<file path="config.mk">
export PLATFORM = sky130hd
export DESIGN_NAME = mup_ctrl
export DESIGN_NICKNAME = d
export VERILOG_FILES = /design/src/design/mup_pkg.sv /design/src/design/mup_ctrl.sv
export SDC_FILE = /design/constraint.sdc
export NUM_CORES = 1
export LEC_CHECK = 0
export ABC_AREA = 1
export BUFFER_PORTS_ARGS = -buffer_cell sky130_fd_sc_hd__buf_2
export CORE_MARGIN = 8
export CORE_UTILIZATION = 52
export DETAILED_ROUTE_END_ITERATION = 16
export PLACE_DENSITY = 0.89
export SYNTH_ARGS = -nofsm -noshare
export SYNTH_HDL_FRONTEND = slang
export SYNTH_SLANG_ARGS = --single-unit
</file>
<file path="constraint.sdc">
create_clock -name i_clk -period 4.35 [get_ports i_clk]
set_input_delay 0.435 -clock i_clk [delete_from_list [all_inputs] [get_ports i_clk]]
set_output_delay 0.435 -clock i_clk [all_outputs]
set_load 0.02 [all_outputs]
</file>
<file path="src/design/mup_pkg.sv">
// ----------------------------------------------------------------------------
// Max-unpool scatter package
// Types, sizes and item codes shared by the scatter engine modules.
// ----------------------------------------------------------------------------
`timescale 1ns / 1ps

package mup_pkg;

    // Store geometry.
    localparam int STORE_DEPTH = 65536;
    localparam int ADDR_W      = $clog2(STORE_DEPTH);

    // Element count register.
    localparam int          ELEMS_W     = 17;
    localparam logic [16:0] ELEMS_RESET = 17'd65536;

    // Item kinds.
    localparam logic [1:0] KIND_CLEAR   = 2'd0;
    localparam logic [1:0] KIND_SCATTER = 2'd1;
    localparam logic [1:0] KIND_READ    = 2'd2;

    // Input item.
    typedef struct packed {
        logic [1:0]         kind;
        logic signed [31:0] flat_index;
        logic [31:0]        value_bits;
    } t_in_item;

    // Result item.
    typedef struct packed {
        logic [31:0] read_bits;
        logic        status;
    } t_out_item;

    // Decoded item handed from the bounds logic to the controller.
    typedef struct packed {
        logic [1:0]        kind;
        logic              in_range;
        logic [ADDR_W-1:0] addr;
        logic [31:0]       value;
    } t_item_dec;

    // One store access.
    typedef struct packed {
        logic              we;
        logic [ADDR_W-1:0] addr;
        logic [31:0]       wdata;
    } t_mem_req;

endpackage

</file>
<file path="src/design/mup_ctrl.sv">
// ----------------------------------------------------------------------------
// Max-unpool scatter controller
// Sequences store accesses, the zero-fill sweep and the result register.
// ----------------------------------------------------------------------------
`timescale 1ns / 1ps

module mup_ctrl
    import mup_pkg::*;
(
    input  logic        i_clk,
    input  logic        i_rst_n,
    input  logic        i_in_valid,
    output logic        o_in_stall,
    input  t_item_dec   i_dec,
    output logic        o_out_valid,
    input  logic        i_out_stall,
    output t_out_item   o_out_item,
    output t_mem_req    o_mem_req,
    input  logic [31:0] i_mem_rdata
);

    typedef enum logic {
        ST_SWEEP,
        ST_RUN
    } t_state;

    t_state            r_state, n_state;
    logic [ADDR_W-1:0] r_sweep_addr, n_sweep_addr;
    logic              r_pend, n_pend;
    logic              r_pend_read, n_pend_read;
    logic              r_pend_status, n_pend_status;
    logic              r_out_valid, n_out_valid;
    t_out_item         r_out_item, n_out_item;
    logic              r_skid_valid, n_skid_valid;
    t_out_item         r_skid_item, n_skid_item;

    logic      in_ready;
    logic      in_accept;
    logic      out_free;
    t_out_item pend_item;

    // An item enters only when no earlier item is in flight and the skid
    // register is empty, so its result always has a place to land.
    assign out_free   = !r_out_valid || !i_out_stall;
    assign in_ready   = (r_state == ST_RUN) && !r_pend && !r_skid_valid;
    assign in_accept  = i_in_valid && in_ready;
    assign o_in_stall = !in_ready;

    // Store access: sweep writes zeros, scatter writes, read addresses.
    always_comb begin
        o_mem_req.we    = 1'b0;
        o_mem_req.addr  = i_dec.addr;
        o_mem_req.wdata = i_dec.value;
        if (r_state == ST_SWEEP) begin
            o_mem_req.we    = 1'b1;
            o_mem_req.addr  = r_sweep_addr;
            o_mem_req.wdata = '0;
        end else if (in_accept && (i_dec.kind == KIND_SCATTER) && i_dec.in_range) begin
            o_mem_req.we = 1'b1;
        end
    end

    // Next-state logic.
    always_comb begin
        n_state       = r_state;
        n_sweep_addr  = r_sweep_addr;
        n_pend        = 1'b0;
        n_pend_read   = r_pend_read;
        n_pend_status = r_pend_status;
        n_out_valid   = r_out_valid;
        n_out_item    = r_out_item;
        n_skid_valid  = r_skid_valid;
        n_skid_item   = r_skid_item;

        // Result of the item accepted in the cycle before.
        pend_item.read_bits = r_pend_read ? i_mem_rdata : 32'd0;
        pend_item.status    = r_pend_status;

        // Zero-fill sweep, one word a cycle.
        if (r_state == ST_SWEEP) begin
            n_sweep_addr = r_sweep_addr + ADDR_W'(1);
            if (r_sweep_addr == ADDR_W'(STORE_DEPTH - 1)) begin
                n_state = ST_RUN;
            end
        end

        // Accepted item: record what its result needs.
        if (in_accept) begin
            n_pend        = 1'b1;
            n_pend_read   = 1'b0;
            n_pend_status = 1'b0;
            case (i_dec.kind)
                KIND_CLEAR: begin
                    n_state      = ST_SWEEP;
                    n_sweep_addr = '0;
                end
                KIND_SCATTER: begin
                    n_pend_status = !i_dec.in_range;
                end
                KIND_READ: begin
                    n_pend_read   = i_dec.in_range;
                    n_pend_status = !i_dec.in_range;
                end
                default: begin
                end
            endcase
        end

        // Result register drains on take and refills from the skid register
        // first, then from the pending item; a blocked pending item parks in
        // the skid register.
        if (out_free) begin
            n_out_valid = 1'b0;
            if (r_skid_valid) begin
                n_out_valid  = 1'b1;
                n_out_item   = r_skid_item;
                n_skid_valid = 1'b0;
            end else if (r_pend) begin
                n_out_valid = 1'b1;
                n_out_item  = pend_item;
            end
        end else if (r_pend) begin
            n_skid_valid = 1'b1;
            n_skid_item  = pend_item;
        end
    end

    // State and registered outputs.
    always_ff @(posedge i_clk) begin
        if (!i_rst_n) begin
            r_state      <= ST_SWEEP;
            r_sweep_addr <= '0;
            r_pend       <= 1'b0;
            r_out_valid  <= 1'b0;
            r_skid_valid <= 1'b0;
        end else begin
            r_state      <= n_state;
            r_sweep_addr <= n_sweep_addr;
            r_pend       <= n_pend;
            r_out_valid  <= n_out_valid;
            r_skid_valid <= n_skid_valid;
        end
        r_pend_read   <= n_pend_read;
        r_pend_status <= n_pend_status;
        r_out_item    <= n_out_item;
        r_skid_item   <= n_skid_item;
    end

    assign o_out_valid = r_out_valid;
    assign o_out_item  = r_out_item;

endmodule

</file>
# Word level (Yosys, flattened, before mapping)
# Cells that the tools add are included.
# Widths: inputs -> output; s select.
dict set report classes {
  n_addsub 1
  reduce_logical 18
  n_mux 16
  n_eq_ne 3
  bitwise_logic 2
}
# op count
set ops {}
lappend ops {{$mux 33} 2}
lappend ops {{$mux 16} 3}
lappend ops {{$mux 48} 1}
lappend ops {{$mux 32} 1}
lappend ops {{$add 16x1->16 const B} 1}
lappend ops {{$eq 16x16->1 const B} 1}
lappend ops {{$mux 1} 9}
lappend ops {{$logic_not 1->1} 6}
lappend ops {{$logic_and 1x1->1} 5}
lappend ops {{$reduce_and 2->1} 2}
lappend ops {{$reduce_or 2->1} 2}
lappend ops {{$eq 2x1->1 const B} 1}
lappend ops {{$eq 2x2->1 const B} 1}
lappend ops {{$logic_not 2->1} 1}
lappend ops {{$not 1->1} 2}
lappend ops {{$reduce_bool 2->1} 1}
lappend ops {{$logic_or 1x1->1} 1}
dict set report totals {
  output_inout_bits 84
  ff_bits 88
  elab_cells 51
  in_bits 87
}

# Depth between registers and ports, before layout
dict set report logic_depth {
  depth_word 8
  ltp_mapped 8
  ltp_nobuf 8
}

# Worst setup path before layout
# No wires, ideal clock.
dict set report synth_path {
  path_type {input-to-reg}
  start {input i_out_stall}
  end {register r_out_item, in the netlist o_out_item[0], enable pin}
  path_stages 1
  n_path_buf 0
  setup_slack_ns 1.828
  arrival_ns 2.088
  setup_time_ns 0.434
  required_ns 3.916
  path_cell_list {a21oi_1}
}
dict set report synth_via {
  elab_chain_cells 3
}
# element line
set synth_lines {}
lappend synth_lines {{start: declaration} mup_ctrl.sv:16} ;# input logic i_out_stall,
lappend synth_lines {{$logic_not 1->1} mup_ctrl.sv:44} ;# assign out_free = !r_out_valid || !i_out_stall;
lappend synth_lines {{$logic_or 1x1->1} mup_ctrl.sv:44}
lappend synth_lines {{$reduce_and 2->1 (no source line)} -}
lappend synth_lines {{end signal: assignment} mup_ctrl.sv:145} ;# r_out_item <= n_out_item;
lappend synth_lines {{end: declaration} mup_ctrl.sv:33} ;# t_out_item r_out_item, n_out_item;
# Every way passes these cells.
# A chain may end at the register's enable or synchronous reset.

==> impl_results.rst <==
.. list-table::
   :header-rows: 1

   * - Metric
     - Value
   * - Clk sink count
     - 88
   * - IO Port Bufs
     - 170
   * - Largest net degree at the start of global routing
     - 68
   * - Cell with the biggest individual delay on the critical path
     - dfxtp_2
   * - Most common library cell in the layout ignoring fill and taps
     - buf_2
   * - # DRC
     - 0
   * - Syn avg cell area
     - 8.864 um2
   * - Max frequency
     - ~0.36 GHz
   * - Cell chosen for the clock root
     - clkbuf_8
   * - First-pass iteration count of the detailed router
     - 5
   * - Number of rows created at floorplan
     - 32
   * - Number of buffer and inverter instances along the worst setup path
     - 2
   * - Critical path cell sequence
     - inv_1 -> nand2_1 -> nand2_1 -> buf_2
   * - Start point of the worst min-delay path
     - i_mem_rdata[3]
   * - DIE AREA
     - 11190 um2
   * - Final WL
     - 10460 um
   * - Count of filler cells inserted in the layout
     - about 630
   * - Share of final-layout standard cells stronger than drive strength 1
     - 0.3323
   * - Clock tree from TritonCTS
     - yes
   * - Synth Warn #
     - 0
   * - Cell repeated most along the worst path
     - nand2_1
   * - Critical Path Max Stage Delay
     - 1050 ps
   * - Clock transition at the registers of the reported paths
     - ~90 ps
   * - Clk_skew
     - 12.00 ps
   * - Crit Path Max Fanout
     - 67
   * - Post-CTS Repair Setup Buffers
     - 0
   * - Number of vias after detailed routing
     - 3530
   * - Post-detailed-route wirelength per cell
     - 14.08 um
   * - Cell Pwr Density
     - 300.0 nW/um2
   * - Number of hold buffers added after CTS
     - 0
   * - Vias in the first global route
     - between 3000 and 4000
   * - Initial core utilization
     - 0.5398
   * - Setup repair after global routing missed its margin
     - no
   * - Height of the die
     - 105.8 um
   * - Post-synthesis cell count
     - between 400 and 500
   * - Run status
     - finished, final reports clean
   * - Setup crit end kind
     - primary output
   * - Hold Path Cell Cnt
     - 3
   * - RePlAce Congestion
     - 0.9132
   * - Cell area after synthesis
     - ~4200 um2
   * - Clock Latency Late Sink
     - 350 ps
   * - H-Tree Level Count
     - 3
   * - Final instance area
     - around 5300 um2
   * - Growth of design area from synthesis to finish
     - 26.92%
   * - Endpoint of the worst hold-timing path
     - r_skid_item[4]
   * - I/O pin total
     - 171
   * - Diode count
     - 0
   * - Setup violators final
     - 0
   * - Clock period minus final worst setup slack
     - between 2000 and 3000 ps
   * - Most frequent cells in the layout
     - 170 x buf_2, 154 x nand2_1, 87 x inv_1
   * - Worst slack at placement
     - 1975 ps
   * - Total global routing overflow
     - 0
   * - Endpoint required time on the critical path
     - between 3000 and 4000 ps
   * - Actual transition at the worst max-transition pin
     - 1078 ps
   * - Cell family with the largest share of critical-path delay
     - flip-flops
   * - Max-Cap Viols
     - 0
   * - Final non-filler cell total
     - between 700 and 800
   * - Syn_nets
     - 564
   * - Violation count after the first detailed-routing iteration
     - 132
   * - Clock buffers created by TritonCTS
     - 9
   * - Number of instances resized during post-cts repair
     - 0
   * - Critical Path Source Type
     - register
   * - Endpoint of the worst-slack reg-to-reg timing path
     - o_out_item[12]
   * - Nets
     - 727
   * - Placed cell areas
     - 5099 um2
   * - Final sum of negative setup slack
     - 0 ps
   * - Sequential share of the synthesized area
     - 0.5825
   * - Vias per std cell
     - 4.751
   * - Critical Path AT
     - 2300 ps
   * - Static Leakage
     - 2.725 nW
   * - Worst Reg-to-Reg Cells
     - 2
   * - Post-detailed-placement half-perimeter wirelength
     - 8231 um
   * - Category of the most critical setup path
     - reg2out
   * - Number of buffers between clock root and the deepest sink
     - 2
   * - Max-slew headroom at the worst pin
     - 0.2815
   * - Critical R2R Launch
     - r_skid_valid
   * - Core area
     - 7767 um2
   * - Post-route clock period utilization
     - 0.6299
   * - Maximum resistive drop on vdd
     - about 130 uV
   * - Type of the most critical hold path
     - in2reg
   * - Horiz. Die Dim
     - 105.8 um
   * - Initial antenna violation count
     - 0
   * - Total Routing Usage GR
     - 0.1847
   * - Synth unique cells
     - 28
   * - Setup slack of the most critical reg-to-reg path
     - 2080 ps
   * - Final core utilization
     - 0.6851
   * - Fin. Hold Viols
     - 0
   * - Setup WS post-layout
     - roughly 1600 ps
   * - Remaining antenna violation count
     - 0
   * - Max-slew violation count
     - 0
   * - Number of register bits inferred by synthesis
     - between 80 and 90
   * - Number of placed instances with taps included
     - 727
   * - Global-route wire length before repair
     - 16740 um
[tightest hold or removal path, cell delays in order]
cell and delay [ps]:
buf_2 70, nand2_1 50, inv_1 50
[Yosys cell counts]
cell type | count | share of area
edfxtp_1 | 68 | 0.49
buf_6 | 1 | 0.0027
nor3_2 | 2 | 0.0048
o21ai_1 | 1 | 0.0012
nand3_4 | 1 | 0.0042
nor2_1 | 27 | 0.024
a21oi_1 | 5 | 0.0060
o21ai_0 | 43 | 0.051
and2_1 | 1 | 0.0015
ha_1 | 4 | 0.012
nand3_2 | 2 | 0.0048
nor2_4 | 7 | 0.019
nand2_2 | 4 | 0.0060
nor3_1 | 3 | 0.0036
nand2_1 | 154 | 0.14
buf_2 | 11 | 0.013
nand4_1 | 4 | 0.0060
nor2_2 | 3 | 0.0045
xor2_1 | 6 | 0.013
buf_4 | 1 | 0.0018
inv_2 | 2 | 0.0018
nand3_1 | 7 | 0.0084
mux2_2 | 1 | 0.0027
o21ai_4 | 1 | 0.0039
inv_1 | 87 | 0.078
dfxtp_1 | 20 | 0.095
clkinv_1 | 1 | 0.00089
clkbuf_1 | 6 | 0.0054
[cell type report]
class	count	area, um2	share of cell area
clock buffer	10	127.6	0.02398
clock inverter	6	95.09	0.01787
inverter	90	337.8	0.06348
multi-input combinational	276	1330	0.2499
sequential	88	2445	0.4594
tap	102	127.6	0.02398
timing repair buffer	171	858.3	0.1613
[per-layer routing]
layer  wire, um  vias up  track usage  share of wire
li1           -     1793            -              -
met1       4154     1555       0.1926           0.40
met2       4922      164       0.3088           0.47
met3       1132       18      0.09318           0.11
met4        249        0      0.07739          0.024
met5          0        -            0              0
[report_power, final]
| group | internal (mW) | switching [mW] |
|---|---|---|
| registers | 0.899 | 0.00295 |
| clock network | 0.328 | 0.290 |
| logic | 0.0386 | 0.0378 |
| total | 1.27 | 0.331 |
[flip-flops by register name, indices dropped and copies added (netlist names)]
signal,cells
o_out_item,33
o_out_valid,1
r_pend,1
r_pend_read,1
r_pend_status,1
r_skid_item,33
r_skid_valid,1
r_state,1
r_sweep_addr,16
[logic make-up after synthesis]
kind of cell	count (synthesis)	share of synthesized area
compound gates	50	0.06237
mux	1	0.002686
simple gates	215	0.2244
xor+xnor	6	0.01253
buf+inv	109	0.1035
fa+ha+maj	4	0.01194
flops	88	0.5825
[through the flow]
stage               hold slack, ps  total power [mW]
finish                       361.2             1.596
global placement             437.9            0.9938
CTS                          341.0             1.606
detailed placement           440.5            0.9981
floorplan                    422.2            0.9494
global route                 340.4             1.648
[how the worst max path moves through the flow]
stage	to	slack [ps]	start	cells past startpoint
3_3_place_gp	o_mem_req[32]	2000	r_state	4
3_5_place_dp	o_mem_req[32]	1980	r_state	4
5_1_grt	o_mem_req[32]	1370	r_state	4
6_report	o_mem_req[32]	1610	r_state	4
4_1_cts	o_mem_req[32]	1560	r_state	4
2_1_floorplan	o_out_item[0]	1830	i_out_stall	1
(Power assumes the default switching activity.)
